## src/rtl/core/shv_pkg.sv

```systemverilog
// Shared types and constants for the ServerHello validator.
// No dependencies; used by the top level and the testbench.
package shv_pkg;

  localparam int unsigned KEY_BYTES_DEF = 32;

  localparam logic [7:0]  HS_TYPE_SERVER_HELLO = 8'h02;
  localparam logic [7:0]  LEGACY_VER_BYTE      = 8'h03;
  localparam logic [7:0]  SUITE_HI             = 8'h13;
  localparam logic [7:0]  SUITE_LO             = 8'h01;
  localparam logic [7:0]  GROUP_X25519_LO      = 8'h1D;
  localparam logic [7:0]  SUP_VER_HI           = 8'h03;
  localparam logic [7:0]  SUP_VER_LO           = 8'h04;
  localparam logic [15:0] EXT_KEY_SHARE        = 16'd51;
  localparam logic [15:0] EXT_SUP_VER          = 16'd43;
  localparam logic [15:0] SUP_VER_BODY_LEN     = 16'd2;
  localparam logic [23:0] MIN_BODY_LEN         = 24'd40;
  localparam logic [23:0] COUNT_MAX            = 24'hFFFFFF;

  typedef enum logic [3:0] {
    ST_OK      = 4'd0,
    ST_TYPE    = 4'd1,
    ST_LEN     = 4'd2,
    ST_VER     = 4'd3,
    ST_RETRY   = 4'd4,
    ST_SUITE   = 4'd5,
    ST_COMP    = 4'd6,
    ST_EXTLEN  = 4'd7,
    ST_SHARE   = 4'd8,
    ST_SUPVER  = 4'd9,
    ST_MISSING = 4'd10
  } status_e;

  typedef struct packed {
    logic [7:0] data_byte;
    logic       last_byte;
  } in_word_t;

  typedef struct packed {
    logic [3:0] status;
    logic [7:0] key_byte;
    logic       run_end;
  } out_word_t;

  // Fixed random that marks a HelloRetryRequest.
  function automatic logic [7:0] retry_random(input logic [4:0] idx);
    logic [7:0] r;
    case (idx)
      5'd0:  r = 8'hCF;  5'd1:  r = 8'h21;  5'd2:  r = 8'hAD;  5'd3:  r = 8'h74;
      5'd4:  r = 8'hC3;  5'd5:  r = 8'hFD;  5'd6:  r = 8'h77;  5'd7:  r = 8'h49;
      5'd8:  r = 8'h20;  5'd9:  r = 8'h6D;  5'd10: r = 8'h5D;  5'd11: r = 8'h60;
      5'd12: r = 8'h1D;  5'd13: r = 8'hF2;  5'd14: r = 8'hEE;  5'd15: r = 8'hF7;
      5'd16: r = 8'h07;  5'd17: r = 8'hD0;  5'd18: r = 8'h42;  5'd19: r = 8'hA9;
      5'd20: r = 8'h37;  5'd21: r = 8'h8E;  5'd22: r = 8'hCD;  5'd23: r = 8'h1F;
      5'd24: r = 8'h38;  5'd25: r = 8'h29;  5'd26: r = 8'hB3;  5'd27: r = 8'h73;
      5'd28: r = 8'h0B;  5'd29: r = 8'h37;  5'd30: r = 8'h8E;  5'd31: r = 8'h3E;
      default: r = 8'h00;
    endcase
    return r;
  endfunction

endpackage

```

## src/rtl/core/shv_stream_if.sv

```systemverilog
// Valid/ready stream channel carrying one word per handshake.
// Payload type is a parameter; used with shv_pkg word types.
interface shv_stream_if #(
  parameter type T = logic
);
  logic valid;
  logic ready;
  T     data;

  modport source (output valid, output data, input ready);
  modport sink   (input valid, input data, output ready);
endinterface

```

## src/rtl/core/server_hello_validator.sv

```systemverilog
// TLS 1.3 ServerHello validator top level.
// Depends on shv_pkg and shv_stream_if.
//
// Usage:
//   in_i  : one message byte per word, last_byte set on the final byte.
//   out_o : per message, one word with the error status and run_end set, or
//           on success KEY_BYTES words with status 0 carrying the x25519 key
//           in order, run_end on the last one.
// Each accepted byte lands in an input register and is parsed in the next
// cycle, so a byte per cycle is sustained unless a final byte is waiting. A
// final byte's result is loaded from the input register into the output buffer.
// A result run is held in an output buffer with its own key copy; bytes of
// the next message keep flowing while it drains. A final byte waits in the
// input register (ready low) until the buffer has room: the draining of a run
// of up to KEY_BYTES words at full out_o.ready sets the pace for back-to-back
// short messages.
// A stalled out_o holds the current word; in_i stalls only when a final byte
// is waiting behind a full buffer.
// Reset clears the parser to the header phase and empties both registers;
// the key store itself is not cleared.
module server_hello_validator #(
  parameter int unsigned KEY_BYTES = shv_pkg::KEY_BYTES_DEF
) (
  input  logic        clk_i,
  input  logic        rst_ni,
  shv_stream_if.sink   in_i,
  shv_stream_if.source out_o
);
  import shv_pkg::*;

  localparam int unsigned KW = $clog2(KEY_BYTES);
  localparam logic [KW-1:0] KIDX_LAST = KW'(KEY_BYTES - 1);
  localparam logic [15:0] SHARE_BODY_LEN = 16'(KEY_BYTES + 4);
  localparam logic [7:0]  KEY_LEN_BYTE = 8'(KEY_BYTES);

  typedef enum logic [10:0] {
    PH_HEAD    = 11'b000_0000_0001,
    PH_VER     = 11'b000_0000_0010,
    PH_RAND    = 11'b000_0000_0100,
    PH_SIDLEN  = 11'b000_0000_1000,
    PH_SID     = 11'b000_0001_0000,
    PH_SUITE   = 11'b000_0010_0000,
    PH_COMP    = 11'b000_0100_0000,
    PH_EXTLEN  = 11'b000_1000_0000,
    PH_EXTHDR  = 11'b001_0000_0000,
    PH_EXTBODY = 11'b010_0000_0000,
    PH_TAIL    = 11'b100_0000_0000
  } phase_e;

  // input register
  logic     in_vld_q;
  in_word_t in_word_q;

  // parse state
  phase_e      phase_q, phase_d;
  logic [23:0] cnt_q, cnt_d;
  logic [23:0] decl_q, decl_d;
  logic [7:0]  sid_q, sid_d;
  logic [15:0] ebl_q, ebl_d;
  logic [15:0] etype_q, etype_d;
  logic [15:0] ebody_q, ebody_d;
  logic [5:0]  ebi_q, ebi_d;
  logic        rmatch_q, rmatch_d;
  logic [1:0]  seen_q, seen_d;
  status_e     err_q, err_d;

  logic [7:0]  key_q [KEY_BYTES];
  logic          key_we;
  logic [KW-1:0] key_wa;

  // result buffer
  logic          res_vld_q;
  status_e       res_status_q;
  logic [7:0]    res_key_q [KEY_BYTES];
  logic [KW-1:0] res_idx_q;

  logic        proc, buf_free, out_fire, res_last, fin_load;
  logic [7:0]  b;
  logic [6:0]  ebi_inc;
  logic [23:0] used, room;
  logic [24:0] decl_plus4;
  logic [6:0]  kofs;
  status_e     fin_status;

  assign b        = in_word_q.data_byte;
  assign ebi_inc  = {1'b0, ebi_q} + 7'd1;
  assign kofs     = {1'b0, ebi_q} - 7'd4;

  assign res_last = (res_status_q != ST_OK) || (res_idx_q == KIDX_LAST);
  assign out_fire = out_o.valid && out_o.ready;
  assign buf_free = !res_vld_q || (out_o.ready && res_last);
  assign proc     = in_vld_q && (!in_word_q.last_byte || buf_free);
  assign fin_load = proc && in_word_q.last_byte;
  assign in_i.ready = !in_vld_q || proc;

  always_comb begin
    phase_d  = phase_q;
    cnt_d    = (cnt_q < COUNT_MAX) ? cnt_q + 24'd1 : cnt_q;
    decl_d   = decl_q;
    sid_d    = sid_q;
    ebl_d    = ebl_q;
    etype_d  = etype_q;
    ebody_d  = ebody_q;
    ebi_d    = ebi_q;
    rmatch_d = rmatch_q;
    seen_d   = seen_q;
    err_d    = err_q;
    key_we   = 1'b0;
    key_wa   = kofs[KW-1:0];
    used     = (cnt_q >= 24'd3) ? cnt_q - 24'd3 : 24'd0;
    room     = (decl_q >= used) ? decl_q - used : 24'd0;
    unique case (phase_q)
      PH_HEAD: begin
        if (cnt_q == 24'd0) begin
          if (b != HS_TYPE_SERVER_HELLO && err_d == ST_OK) err_d = ST_TYPE;
        end else begin
          decl_d = {decl_q[15:0], b};
        end
        if (cnt_q >= 24'd3) begin
          phase_d = PH_VER;
          ebi_d   = '0;
        end
      end
      PH_VER: begin
        if (b != LEGACY_VER_BYTE && err_d == ST_OK) err_d = ST_VER;
        ebi_d = ebi_inc[5:0];
        if (ebi_inc >= 7'd2) begin
          phase_d = PH_RAND;
          ebi_d   = '0;
        end
      end
      PH_RAND: begin
        if (b != retry_random(ebi_q[4:0])) rmatch_d = 1'b0;
        ebi_d = ebi_inc[5:0];
        if (ebi_inc >= 7'd32) begin
          if (rmatch_d && err_d == ST_OK) err_d = ST_RETRY;
          phase_d = PH_SIDLEN;
          ebi_d   = '0;
        end
      end
      PH_SIDLEN: begin
        sid_d   = b;
        phase_d = (b != 8'd0) ? PH_SID : PH_SUITE;
      end
      PH_SID: begin
        if (sid_q != 8'd0) sid_d = sid_q - 8'd1;
        if (sid_d == 8'd0) phase_d = PH_SUITE;
      end
      PH_SUITE: begin
        if (b != ((ebi_q == 6'd0) ? SUITE_HI : SUITE_LO) && err_d == ST_OK) err_d = ST_SUITE;
        ebi_d = ebi_inc[5:0];
        if (ebi_inc >= 7'd2) begin
          phase_d = PH_COMP;
          ebi_d   = '0;
        end
      end
      PH_COMP: begin
        if (b != 8'd0 && err_d == ST_OK) err_d = ST_COMP;
        phase_d = PH_EXTLEN;
        ebi_d   = '0;
      end
      PH_EXTLEN: begin
        ebl_d = {ebl_q[7:0], b};
        ebi_d = ebi_inc[5:0];
        if (ebi_inc >= 7'd2) begin
          if ({8'd0, ebl_d} > room && err_d == ST_OK) err_d = ST_EXTLEN;
          ebi_d   = '0;
          phase_d = (ebl_d != 16'd0) ? PH_EXTHDR : PH_TAIL;
        end
      end
      PH_EXTHDR: begin
        if (ebi_q == 6'd0 && ebl_q < 16'd4) begin
          if (err_d == ST_OK) err_d = ST_EXTLEN;
          phase_d = PH_TAIL;
        end else begin
          ebl_d = ebl_q - 16'd1;
          if (ebi_q < 6'd2) etype_d = {etype_q[7:0], b};
          else              ebody_d = {ebody_q[7:0], b};
          ebi_d = ebi_inc[5:0];
          if (ebi_inc >= 7'd4) begin
            if (ebody_d > ebl_d) begin
              if (err_d == ST_OK) err_d = ST_EXTLEN;
              phase_d = PH_TAIL;
            end else begin
              if (!((etype_d == EXT_KEY_SHARE && ebody_d == SHARE_BODY_LEN) ||
                    (etype_d == EXT_SUP_VER && ebody_d == SUP_VER_BODY_LEN)))
                etype_d = '0;
              ebi_d = '0;
              if (ebody_d == 16'd0) phase_d = (ebl_d != 16'd0) ? PH_EXTHDR : PH_TAIL;
              else                  phase_d = PH_EXTBODY;
            end
          end
        end
      end
      PH_EXTBODY: begin
        if (etype_q == EXT_KEY_SHARE) begin
          if (ebi_q < 6'd4) begin
            if (err_d == ST_OK &&
                ((ebi_q == 6'd0 && b != 8'h00) || (ebi_q == 6'd1 && b != GROUP_X25519_LO) ||
                 (ebi_q == 6'd2 && b != 8'h00) || (ebi_q == 6'd3 && b != KEY_LEN_BYTE)))
              err_d = ST_SHARE;
          end else if (kofs < 7'(KEY_BYTES)) begin
            key_we = 1'b1;
          end
        end else if (etype_q == EXT_SUP_VER) begin
          if (b != ((ebi_q == 6'd0) ? SUP_VER_HI : SUP_VER_LO) && err_d == ST_OK)
            err_d = ST_SUPVER;
        end
        if (ebi_q < 6'd63) ebi_d = ebi_inc[5:0];
        if (ebody_q != 16'd0) ebody_d = ebody_q - 16'd1;
        if (ebl_q != 16'd0) ebl_d = ebl_q - 16'd1;
        if (ebody_d == 16'd0) begin
          if (etype_q == EXT_KEY_SHARE)    seen_d[0] = 1'b1;
          else if (etype_q == EXT_SUP_VER) seen_d[1] = 1'b1;
          ebi_d   = '0;
          phase_d = (ebl_d != 16'd0) ? PH_EXTHDR : PH_TAIL;
        end
      end
      PH_TAIL: ;
      default: ;
    endcase
  end

  // status precedence at the final byte
  assign decl_plus4 = {1'b0, decl_d} + 25'd4;
  always_comb begin
    if (cnt_d < 24'd4)
      fin_status = ST_LEN;
    else if (err_d == ST_TYPE)
      fin_status = ST_TYPE;
    else if (cnt_d >= COUNT_MAX || decl_plus4 != {1'b0, cnt_d} || decl_d < MIN_BODY_LEN)
      fin_status = ST_LEN;
    else if (err_d == ST_VER || err_d == ST_RETRY)
      fin_status = err_d;
    else if (phase_d != PH_EXTHDR && phase_d != PH_EXTBODY && phase_d != PH_TAIL)
      fin_status = ST_LEN;
    else if (err_d != ST_OK)
      fin_status = err_d;
    else if (phase_d != PH_TAIL)
      fin_status = ST_EXTLEN;
    else if (seen_d != 2'b11)
      fin_status = ST_MISSING;
    else
      fin_status = ST_OK;
  end

  always_ff @(posedge clk_i or negedge rst_ni) begin
    if (!rst_ni) begin
      in_vld_q <= 1'b0;
    end else if (in_i.ready) begin
      in_vld_q <= in_i.valid;
    end
  end

  always_ff @(posedge clk_i) begin
    if (in_i.valid && in_i.ready) in_word_q <= in_i.data;
  end

  always_ff @(posedge clk_i or negedge rst_ni) begin
    if (!rst_ni) begin
      phase_q  <= PH_HEAD;
      cnt_q    <= '0;
      decl_q   <= '0;
      sid_q    <= '0;
      ebl_q    <= '0;
      etype_q  <= '0;
      ebody_q  <= '0;
      ebi_q    <= '0;
      rmatch_q <= 1'b1;
      seen_q   <= '0;
      err_q    <= ST_OK;
    end else if (proc) begin
      if (in_word_q.last_byte) begin
        phase_q  <= PH_HEAD;
        cnt_q    <= '0;
        decl_q   <= '0;
        sid_q    <= '0;
        ebl_q    <= '0;
        etype_q  <= '0;
        ebody_q  <= '0;
        ebi_q    <= '0;
        rmatch_q <= 1'b1;
        seen_q   <= '0;
        err_q    <= ST_OK;
      end else begin
        phase_q  <= phase_d;
        cnt_q    <= cnt_d;
        decl_q   <= decl_d;
        sid_q    <= sid_d;
        ebl_q    <= ebl_d;
        etype_q  <= etype_d;
        ebody_q  <= ebody_d;
        ebi_q    <= ebi_d;
        rmatch_q <= rmatch_d;
        seen_q   <= seen_d;
        err_q    <= err_d;
      end
    end
  end

  always_ff @(posedge clk_i) begin
    if (proc && key_we) key_q[key_wa] <= b;
  end

  // output buffer snapshot includes a key byte written by the final byte
  always_ff @(posedge clk_i) begin
    if (fin_load) begin
      res_status_q <= fin_status;
      for (int i = 0; i < KEY_BYTES; i++) begin
        res_key_q[i] <= (key_we && key_wa == KW'(i)) ? b : key_q[i];
      end
    end
  end

  always_ff @(posedge clk_i or negedge rst_ni) begin
    if (!rst_ni) begin
      res_vld_q <= 1'b0;
      res_idx_q <= '0;
    end else if (fin_load) begin
      res_vld_q <= 1'b1;
      res_idx_q <= '0;
    end else if (out_fire) begin
      if (res_last) begin
        res_vld_q <= 1'b0;
      end else begin
        res_idx_q <= res_idx_q + KW'(1);
      end
    end
  end

  assign out_o.valid         = res_vld_q;
  assign out_o.data.status   = res_status_q;
  assign out_o.data.key_byte = (res_status_q == ST_OK) ? res_key_q[res_idx_q] : 8'd0;
  assign out_o.data.run_end  = res_last;

  // a stalled input word is always a final byte behind a busy buffer
  a_stall_only_last: assert property (@(posedge clk_i) disable iff (!rst_ni)
    (in_vld_q && !in_i.ready) |-> (in_word_q.last_byte && res_vld_q))
    else $error("input stalled on a non-final byte");

  // error runs are one word long
  a_err_single: assert property (@(posedge clk_i) disable iff (!rst_ni)
    (res_vld_q && res_idx_q != '0) |-> (res_status_q == ST_OK))
    else $error("error status past the first word of a run");

  a_err_key_zero: assert property (@(posedge clk_i) disable iff (!rst_ni)
    (out_o.valid && out_o.data.status != ST_OK) |->
      (out_o.data.key_byte == 8'd0 && out_o.data.run_end))
    else $error("error word carries key data or no run end");

  // a run is only replaced once its last word is taken
  a_no_overwrite: assert property (@(posedge clk_i) disable iff (!rst_ni)
    fin_load |-> (!res_vld_q || (out_fire && res_last)))
    else $error("result buffer overwritten mid-run");

endmodule

```

## src/flat_wrapper.sv

```systemverilog
// flat-port wrapper written by rule: the top's interface ports become plain ports
module server_hello_validator_flat import shv_pkg::*;
#(
  parameter int unsigned KEY_BYTES = shv_pkg::KEY_BYTES_DEF
)
  (clk_i, rst_ni, in_i_valid, in_i_data, in_i_ready, out_o_valid, out_o_data, out_o_ready);
  shv_stream_if #(.T(in_word_t)) in_i_i ();
  shv_stream_if #(.T(out_word_t)) out_o_i ();
  input  logic clk_i;
  input  logic rst_ni;
  input wire logic [$bits(in_i_i.valid)-1:0] in_i_valid;
  input wire logic [$bits(in_i_i.data)-1:0] in_i_data;
  output wire logic [$bits(in_i_i.ready)-1:0] in_i_ready;
  output wire logic [$bits(out_o_i.valid)-1:0] out_o_valid;
  output wire logic [$bits(out_o_i.data)-1:0] out_o_data;
  input wire logic [$bits(out_o_i.ready)-1:0] out_o_ready;
  assign in_i_i.valid = in_i_valid;
  assign in_i_i.data = in_i_data;
  assign in_i_ready = in_i_i.ready;
  assign out_o_valid = out_o_i.valid;
  assign out_o_data = out_o_i.data;
  assign out_o_i.ready = out_o_ready;
  server_hello_validator #(.KEY_BYTES(KEY_BYTES)) u_core (.clk_i(clk_i), .rst_ni(rst_ni), .in_i(in_i_i), .out_o(out_o_i));
endmodule
```

## config.mk

```make
export PLATFORM = sky130hd
export DESIGN_NAME = server_hello_validator_flat
export DESIGN_NICKNAME = d
export VERILOG_FILES = /design/src/rtl/core/shv_pkg.sv /design/src/rtl/core/shv_stream_if.sv /design/src/rtl/core/server_hello_validator.sv /design/src/flat_wrapper.sv
export SDC_FILE = /design/constraint.sdc
export NUM_CORES = 1
export LEC_CHECK = 0
export BUFFER_PORTS_ARGS = -buffer_cell sky130_fd_sc_hd__buf_2
export CORE_UTILIZATION = 60
export CTS_BUF_LIST = sky130_fd_sc_hd__clkbuf_8
export CTS_CLUSTER_DIAMETER = 30
export DETAILED_ROUTE_END_ITERATION = 16
export PLACE_DENSITY = 0.88
export SLEW_MARGIN = 15
export SYNTH_ARGS = -nofsm -noshare
export SYNTH_HDL_FRONTEND = slang
export SYNTH_SLANG_ARGS = --single-unit
export TNS_END_PERCENT = 50
```

## constraint.sdc

```tcl
create_clock -name clk_i -period 7.1 [get_ports clk_i]
set_clock_uncertainty 0.1 [all_clocks]
set_input_delay 1.065 -clock clk_i [delete_from_list [all_inputs] [get_ports clk_i]]
set_output_delay 1.065 -clock clk_i [all_outputs]
set_load 0.01 [all_outputs]
```

# ---- After elaboration in Yosys (flattened, before gate mapping)
# Memories as Yosys holds them, arrays and structs flattened.
# Cells that the tools add are included.
dict set report word_totals {
  ram_bits 512
  latch_bits 0
  out_inout_bits 15
  in_bits 13
  elab_cells 369
  ff_bits 148
  rom_bits 256
  n_memories 3
}
# name words word_bits read_ports rd_ports_with_merged_regs wr line
set memory_table {}
lappend memory_table {{(name not given)} 32 8 1 0 0 shv_pkg.sv:48} ;# case (idx)
lappend memory_table {u_core.key_q 32 8 32 0 1 server_hello_validator.sv:67} ;# logic [7:0] key_q [KEY_BYTES];
lappend memory_table {u_core.res_key_q 32 8 1 0 32 server_hello_validator.sv:74} ;# logic [7:0] res_key_q [KEY_BYTES];
dict set report op_classes {
  n_addsub 10
  reduce_logical 104
  n_eq_ne 71
  bitwise_logic 0
  muxes 147
  order_cmp 16
  n_div 0
  shifts 0
  mul 0
}
# op count
set ops {}
lappend ops {{16-bit 2-to-1 mux} 20}
lappend ops {{8-bit 2-to-1 mux} 37}
lappend ops {{24-bit 2-to-1 mux} 7}
lappend ops {{11-bit 2-to-1 mux} 15}
lappend ops {{11-bit one-hot mux with 10 select lines} 1}
lappend ops {{4-bit 2-to-1 mux} 24}
lappend ops {{5-bit == test, second input constant} 17}
lappend ops {{16-bit by 6-bit == test with 1-bit output, second input constant} 5}
lappend ops {{16-bit nonzero test} 5}
lappend ops {{6-bit 2-to-1 mux} 10}
lappend ops {{1-bit logical AND} 55}
lappend ops {{16-bit one-hot mux with 3 select lines} 1}
lappend ops {{5-bit by 4-bit == test with 1-bit output, second input constant} 8}
lappend ops {{6-bit one-hot mux with 6 select lines} 1}
lappend ops {{16-bit logical NOT} 2}
lappend ops {{16-bit one-hot mux with 2 select lines} 1}
lappend ops {{4-bit one-hot mux with 8 select lines} 1}
lappend ops {{16-bit by 1-bit subtractor with 16-bit output, second input constant} 2}
lappend ops {{24-bit by 3-bit adder with 25-bit output, second input constant} 1}
lappend ops {{25-bit by 24-bit != test with 1-bit output} 1}
lappend ops {{24-bit by 1-bit adder with 24-bit output, second input constant} 1}
lappend ops {{24-bit by 2-bit >= comparator with 1-bit output, second input constant} 1}
lappend ops {{24-bit >= comparator} 1}
lappend ops {{24-bit >= comparator, second input constant} 1}
lappend ops {{other kinds (71)} 130}

# ---- Longest topological paths before layout
# Gate-level depths: netlist (run 1).
dict set report logic_depth {
  depth_word 17
  depth_mapped 31
  ltp_nobuf 27
}

# ---- Least setup slack after synthesis (run 1)
# Ideal clock, no wire load.
dict set report synth_path {
  path_kind {flip-flop to flip-flop}
  start {register u_core.cnt_q[5]}
  end {register u_core.res_status_q[3] (data pin)}
  setup_ps 169
  path_slack_ps 501
  period_less_slack_ps 6599
  t_arrival_ps 6330
  path_stages_with_launch 30
  required_ps 6831
  n_path_buf 4
  cell_sequence {dfrtp_1 -> clkbuf_1 -> or4_1 -> nor4_1 -> nand4_1 -> clkbuf_1 -> and2_1 -> ha_1 -> inv_1 -> fa_1 -> a211oi_1 -> o211ai_1 -> a21oi_1 -> a31oi_1 -> o2111ai_1 -> nand2_1 -> clkbuf_1 -> nand2_1 -> ha_1 -> nand4_1 -> nor2_1 -> o2111ai_1 -> a31o_2 -> or4_1 -> and3_1 -> clkbuf_1 -> and2_1 -> nand3b_1 -> nand2b_1 -> nor4b_2}
}
dict set report synth_via {
  elab_chain_cells 13
  elab_cells_between_ends 42
  cone_classes {add/sub (4); order compare (7); eq/ne (7); mux (15); reduce/logical (9)}
}
# element line
set synth_lines {}
lappend synth_lines {{from (decl)} server_hello_validator.sv:56} ;# logic [23:0] cnt_q, cnt_d;
lappend synth_lines {{from (signal assigned)} server_hello_validator.sv:287} ;# cnt_q <= cnt_d;
lappend synth_lines {{24-bit by 2-bit subtractor with 24-bit output or 24-bit by 2-bit >= comparator with 1-bit output (tied branches)} {server_hello_validator.sv:110, server_hello_validator.sv:119}}
lappend synth_lines {{24-bit 2-to-1 mux} server_hello_validator.sv:110} ;# used = (cnt_q >= 24'd3) ? cnt_q - 24'd3 : 24'd0;
lappend synth_lines {{24-bit subtractor or 24-bit >= comparator (tied branches)} server_hello_validator.sv:111} ;# room = (decl_q >= used) ? decl_q - used : 24'd0;
lappend synth_lines {{24-bit 2-to-1 mux} server_hello_validator.sv:111}
lappend synth_lines {{16-bit by 24-bit greater-than comparator with 1-bit output} server_hello_validator.sv:166} ;# if ({8'd0, ebl_d} > room && err_d == ST_OK) err_d = ST_EXTLEN;
lappend synth_lines {{1-bit logical AND} server_hello_validator.sv:166}
lappend synth_lines {{4-bit 2-to-1 mux} server_hello_validator.sv:166}
lappend synth_lines {{4-bit 2-to-1 mux} server_hello_validator.sv:165} ;# if (ebi_inc >= 7'd2) begin
lappend synth_lines {{4-bit one-hot mux with 8 select lines} server_hello_validator.sv:112} ;# unique case (phase_q)
lappend synth_lines {{4-bit nonzero test} server_hello_validator.sv:237} ;# else if (err_d != ST_OK)
lappend synth_lines {{4-bit 2-to-1 mux} server_hello_validator.sv:237}
lappend synth_lines {{4-bit 2-to-1 mux} server_hello_validator.sv:235} ;# else if (phase_d != PH_EXTHDR && phase_d != PH_EXTBODY && phase_d != PH_TAIL)
lappend synth_lines {{4-bit 2-to-1 mux} server_hello_validator.sv:233} ;# else if (err_d == ST_VER || err_d == ST_RETRY)
lappend synth_lines {{to (signal assigned)} server_hello_validator.sv:308} ;# res_status_q <= fin_status;
lappend synth_lines {{to (decl)} server_hello_validator.sv:73} ;# status_e res_status_q;
# Several ways; a longest one is shown, not always the timed one.
# A chain may end at the register's enable or synchronous reset.

# ---- Worst setup path in the final report (run 1)
# Ends and elaborated chain as after synthesis.

==> results.sh, run 1 <==
export IMPL_antenna_found_initial=2
export IMPL_synth_ff_type="edfxtp_1"
export IMPL_critical_path_arrival_ns=7.14
export IMPL_clock_fmax_mhz=150
export IMPL_synth_top_area_share_pct=44.0
export IMPL_p_int_mw=8.27
export IMPL_placed_cell_area_sq_mm=0.0365
export IMPL_fp_coreArea_sq_mm=0.0590
export IMPL_comb_power_share_pct=32.0
export IMPL_path_clk_slew_ns=0.06
export IMPL_post_cts_setup_buffer_count=0
export IMPL_cts_root_buf="clkbuf_8"
export IMPL_synth_area_leaders="edfxtp_1 44%, dfrtp_1 9.3%, mux2_2 7.2%"
export IMPL_cp_max_fo=21
export IMPL_crit_required_ns=7.56
export IMPL_layout_min_cycle_time_ns=6.69
export IMPL_track_usage_pct=33.1
export IMPL_dieArea_sq_mm=0.0606
export IMPL_area_growth_pct=9.64
export IMPL_vias_per_cell=6.88
export IMPL_h_tree_depth=3
export IMPL_grt_max_degree=113
export IMPL_synth_warnings=0
export IMPL_finalMaxSlewViolations=0
export IMPL_clock_latency_ns=0.76
export IMPL_grt_overflow=0
export IMPL_drt_pass1_iterations=6
export IMPL_drc=0
export IMPL_stdcell_area_sq_mm=0.0393
export IMPL_power_leakage_nw=14.2
export IMPL_rows=89
export IMPL_p_sw_mw=4.65
export IMPL_worst_setup_path_type="flip-flop to flip-flop"
export IMPL_num_vias=26800
export IMPL_pre_cts_slack_ns=0.119
export IMPL_timing_hold_ws_ns=0.343
export IMPL_wl_per_cell_um=25.8
export IMPL_ios=28
export IMPL_synth_cell_types=91
export IMPL_max_cap_violations=0
export IMPL_grt_pass1_wl_mm=153
export IMPL_clock_power_share_pct=31.4
export IMPL_period_share_pct=94.2
export IMPL_numCtsBuffers=119
export IMPL_hpwl_mm=64.4
export IMPL_final_nets=3128
export IMPL_max_slew_worst_pin_slew_ns=1.09
export IMPL_drtAntennaViolNets=0
export IMPL_endpoint_kind="flip-flop"
export IMPL_start_util_pct=60.7
export IMPL_routed_wl_mm=101
export IMPL_synthArstFlopShare_pct=20.5
export IMPL_max_vdd_ir_drop_mv=0.361
export IMPL_postSynthAreaPerCell_sq_um=11.7
export IMPL_p_seq_share_pct=36.7
export IMPL_netlist_area_sq_mm=0.0358
export IMPL_ys_seq_area_share_pct=53.5
export IMPL_dieWidth_um=246
export IMPL_hold_viol=0
export IMPL_switching_share_pct=36.0
export IMPL_relSlewSlack_pct=26.4
export IMPL_synthCells=3051
export IMPL_ys_ff_latch=660
export IMPL_clock_path_buffers=3
export IMPL_drive_gt1_share_pct=20.3
export IMPL_nFillCells=4035
export IMPL_cts_sinks=660
export IMPL_synth_nets=3146
export IMPL_cts_tree="built"
export IMPL_grt_pass1_vias=26200
export IMPL_hold_path_class="input pin to asynchronous set/reset pin"
export IMPL_p_per_area_mw_per_mm2=329
export IMPL_die_h_um=246
export IMPL_io_buffers=27
export IMPL_synth_area_leader_cell="edfxtp_1"
export IMPL_start_kind="flip-flop"
export IMPL_worst_slack_ns=0.414
export IMPL_gp_congestion=0.986
export IMPL_outcome="completed"
export IMPL_setup_viol=0
export IMPL_drtIter0Drc=3285
export IMPL_synth_edff_count=525
cell families (layout without fill, tap and decap cells):
kind of cell	count (synthesis)	count (layout)	synth area share, %
AO/OA/AOI/OAI	550	550	9.83
XOR/XNOR	138	138	3.38
adder cells (fa/ha/maj)	82	82	2.89
buffers and inverters	260	336	2.81
flip-flops	660	660	53.5
multiplexers	356	356	13.7
other	0	1	0
AND/OR/NAND/NOR	1005	1005	13.9
layout make-up:
class                           count  area (sq um)  area share (%)
Timing Repair Buffer               78           537            1.37
Antenna cell                        1          2.50         0.00638
Sequential cell                   660         19200            48.8
Clock buffer                      124          1710            4.35
Multi-Input combinational cell   2131         15700            40.1
Tap cell                          773           967            2.46
Inverter                           43           169           0.430
Clock inverter                     91           997            2.54
worst paths after layout:
| check | startpoint | to | slack, ns | cells after the start |
|---|---|---|---|---|
| max | u_core.cnt_q[5] | u_core.res_status_q[3] | 0.41 | 26 |
| min | rst_ni | u_core.decl_q[19] | 0.34 | 1 |
| max reg2reg | u_core.cnt_q[5] | u_core.res_status_q[3] | 0.41 | 26 |
| min reg2reg | u_core.etype_q[12] | u_core.etype_q[12] | 0.41 | 1 |
| max in group asynchronous | rst_ni | u_core.ebl_q[2] | 5.26 | 2 |
| min in group clk_i | in_i_data[0] | u_core.in_word_q[0] | 0.39 | 1 |
routing by layer:
| layer | global-route usage [%] | up-vias | share of wire, % |
|---|---|---|---|
| met5 | 0 | - | 0 |
| met4 | 15.8 | 0 | 5.0 |
| met3 | 6.92 | 402 | 11 |
| met2 | 53.3 | 1833 | 47 |
| met1 | 42.7 | 13100 | 37 |
| li1 | - | 11500 | - |
state kept, by name, indices dropped and copies added, names as in the netlist, 2 cells and up:
register / cells
u_core.key_q: 256
u_core.res_key_q: 256
u_core.cnt_q: 24
u_core.decl_q: 24
u_core.ebl_q: 16
u_core.ebody_q: 16
u_core.etype_q: 16
u_core.phase_q: 11
u_core.b: 8
u_core.sid_q: 8
u_core.ebi_q: 6
u_core.res_idx_q: 5
u_core.err_q: 4
u_core.res_status_q: 4
u_core.seen_q: 2
layout by cell type (no fill, tap or decap), drive strengths merged, types with 84 or more instances in the layout:
cell,netlist,final
a21oi,117,117
clkbuf,180,124
dfrtp,133,133
edfxtp,525,525
mux2,229,229
mux4,84,84
nand2,346,346
nor2,196,196
o21ai,176,176
xnor2,84,84
power by group through the flow:
stage	Clock [mW]	Combinational [mW]	Sequential [mW]
after floorplan	0	3.08	4.57
after global placement	0	3.82	4.76
after detailed placement	0	3.95	4.78
after CTS	4.07	3.97	4.71
after global routing	4.25	4.48	4.74
final	4.06	4.13	4.73
synthesized netlist by cell type (all sizes together), types with 59 or more instances:
master and number:
nor3 60, a21oi 117, nand3 67, nand2 346, nor2 196, xnor2 84
dfrtp 133, o21ai 176, mux2 229, nor4 59, ha 81, clkbuf 180
edfxtp 525, mux4 84
timing repair:
| action | 4_1_cts | 5_1_grt |
|---|---|---|
| hold endpoints to repair | 0 | 0 |
| gates resized for setup | 0 | 13 |
| endpoints found under the setup margin | 0 | 4 |
| hold buffers | 0 | 0 |
through the flow:
stage / power (mW) / instances / TNS (ns) / util, %
after floorplan: 7.64 / 3051 / 0 / -
after global placement: 8.59 / 3685 / 0 / 61.8
after detailed placement: 8.73 / 3685 / 0 / 61.8
after CTS: 12.8 / 3900 / 0 / 66.4
after global routing: 13.5 / 3901 / -0.0406 / 66.5
final: 12.9 / 3901 / 0 / 66.5
worst max-delay path: stages (launching register included):
cell       delay [ns]
dfrtp_1          0.45
or4_1            0.67
nor4_4           0.26
nand4_1          0.17
buf_4            0.25
nand2_1          0.08
ha_1             0.30
a211oi_1         0.42
o211ai_1         0.14
a21oi_1          0.25
a31oi_1          0.16
o2111ai_2        0.32
nand2_4          0.17
nand2_1          0.12
ha_1             0.14
nor2b_1          0.13
o21a_1           0.11
o21ai_0          0.06
a21oi_1          0.15
o2111ai_1        0.12
a31o_2           0.27
or4_1            0.60
and3_1           0.27
and2_1           0.21
nand3b_1         0.18
nand2b_1         0.10
nor4b_2          0.27
No activity file was read; power rests on OpenSTA's default activity.
==> run 2: changes to the inputs <==
Settings changed: CORE_UTILIZATION 60 to 65, PLACE_DENSITY 0.88 to 0.9.
Clock period 7.1 ns to 7.8 ns, I/O delays scaled along.
==> run 2 against run 1 <==
Effect of this change:
- hold slack better by 0.058 ns
- sequential power down 9.3%
- sequential share of layout area up 0.32 points
==> results.sh, run 2 (same netlist as run 1, synthesis figures left out) <==
export IMPL_drive_gt1_share_pct=19.5
export IMPL_met3_length_mm=10.8
export IMPL_numCtsBuffers=121
export IMPL_routed_wl_mm=103
export IMPL_drt_pass1_iterations=8
export IMPL_mostFrequentLayoutCells="525 x edfxtp_1, 345 x nand2_1, 228 x mux2_2"
export IMPL_final_common_cell="edfxtp_1"
export IMPL_dieWidth_um=237
export IMPL_clock_latency_ns=0.76
export IMPL_cts_sinks=660
export IMPL_hold_path_class="input pin to asynchronous set/reset pin"
export IMPL_fp_coreArea_sq_mm=0.0541
export IMPL_pre_cts_slack_ns=0.484
export IMPL_finalMaxSlewViolations=0
export IMPL_power_leakage_nw=14.1
export IMPL_crit_required_ns=8.14
export IMPL_drt_met1_wl_mm=38.2
export IMPL_wl_met2_mm=48.6
export IMPL_biggestRegsByFlops="u_core.key_q x256, u_core.res_key_q x256"
export IMPL_hpwl_mm=64.0
export IMPL_die_h_um=237
export IMPL_rows=85
export IMPL_grt_pass1_wl_mm=156
export IMPL_antenna_found_initial=2
export IMPL_num_vias=27000
export IMPL_cts_tree="built"
export IMPL_highest_layer="met4"
export IMPL_start_kind="flip-flop"
export IMPL_grt_pass1_vias=26000
export IMPL_cts_root_buf="clkbuf_8"
export IMPL_vias_per_cell=7.07
export IMPL_wl_per_cell_um=26.9
export IMPL_final_nets=3111
export IMPL_gp_congestion=0.965
export IMPL_start_util_pct=66.1
export IMPL_grt_overflow=0
export IMPL_grt_max_degree=117
export IMPL_p_per_area_mw_per_mm2=299
export IMPL_period_share_pct=92.8
export IMPL_outcome="completed"
export IMPL_worst_setup_path_type="flip-flop to flip-flop"
export IMPL_layout_min_cycle_time_ns=7.24
export IMPL_clock_path_buffers=3
export IMPL_reg2reg_depth=27
export IMPL_endpoint_kind="flip-flop"
export IMPL_setup_viol=0
export IMPL_max_vdd_ir_drop_mv=0.361
export IMPL_path_clk_slew_ns=0.05
export IMPL_io_buffers=27
export IMPL_finalSetupTns_ns=0
export IMPL_dieArea_sq_mm=0.0560
export IMPL_worst_slack_ns=0.561
export IMPL_max_cap_violations=0
export IMPL_h_tree_depth=3
export IMPL_placed_cell_area_sq_mm=0.0362
export IMPL_grt_setup_unrepaired="no"
export IMPL_hold_viol=0
export IMPL_timing_hold_ws_ns=0.401
export IMPL_ios=28
export IMPL_area_growth_pct=8.94
export IMPL_drtIter0Drc=3815
export IMPL_clock_fmax_mhz=138
export IMPL_drtAntennaViolNets=0
export IMPL_track_usage_pct=36.7
export IMPL_drc=0
export IMPL_critical_path_arrival_ns=7.58
export IMPL_nFillCells=3408
export IMPL_cp_max_fo=16
export IMPL_max_slew_worst_pin_slew_ns=1.12
export IMPL_relSlewSlack_pct=25.1
export IMPL_stdcell_area_sq_mm=0.0390
## run 2: cell count changes in the layout (fill, tap and decap cells not counted), sizes merged
cell / change
bufinv: -3
clkinvlp: +1
clkbuf: +12
clkinv: +5
buf: -19
diode: +1
## run 2: area by class of cell
cell class	count	area (sq um)	share of cell area (%)
flip-flops and latches	660	19200	49.1
clock inverters	94	867	2.22
inverters	43	169	0.433
diodes	2	5.00	0.0128
repair buffers	59	394	1.01
well taps	696	871	2.23
multi-input cells	2131	15700	40.2
clock buffers	136	1870	4.80
## run 2: routing by layer
layer | up-vias | track usage, %
met5 | - | 0
met4 | 0 | 17.0
met3 | 398 | 7.89
met2 | 1923 | 59.1
met1 | 13200 | 48.0
li1 | 11500 | -
## run 2: worst paths after layout
check / start / slack [ns] / to
max: u_core.cnt_q[5] / 0.56 / u_core.res_status_q[1]
min: rst_ni / 0.40 / u_core.cnt_q[22]
max reg2reg: u_core.cnt_q[5] / 0.56 / u_core.res_status_q[1]
min reg2reg: u_core.key_q[26][5] / 0.40 / u_core.res_key_q[26][5]
max in group asynchronous: rst_ni / 6.03 / u_core.decl_q[5]
min in group clk_i: u_core.key_q[26][5] / 0.40 / u_core.res_key_q[26][5]
## run 2: critical path, cell delays in order (launching register included)
cell and delay (ns):
dfrtp_1 0.46, or4_1 0.68, nor4_2 0.35, nand2_1 0.23, or3_1 0.40, nor3_1 0.18, a21oi_1 0.08, ha_1 0.43
nand2_1 0.12, a21oi_1 0.13, nor2b_1 0.06, a31oi_1 0.35, o2111ai_1 0.22, nand2_1 0.45, nand2_1 0.11, ha_1 0.31
nor2b_1 0.13, o21a_1 0.11, o21ai_0 0.08, a21oi_1 0.16, o2111ai_1 0.12, a31o_2 0.26, or4_1 0.57, and3_1 0.26
nand4b_1 0.14, o2111ai_1 0.17, a21oi_1 0.23, o22ai_1 0.09
## run 2: timing repair
action,in CTS,in global routing
hold buffers,0,0
gates resized for setup,0,2
setup endpoints to repair,0,2
setup buffers,0,0
## run 2: power breakdown
part	switching [mW]	internal, mW
combinational	2.29	1.40
sequential	0.326	3.97
clock	1.57	2.12
## run 2: per-stage QoR
step | instances | power, mW | util, %
floorplan | 3051 | 6.96 | -
global placement | 3589 | 7.89 | 67.0
detailed placement | 3589 | 7.93 | 67.0
CTS | 3819 | 11.6 | 72.0
global route | 3820 | 12.2 | 72.0
finish | 3821 | 11.7 | 72.0
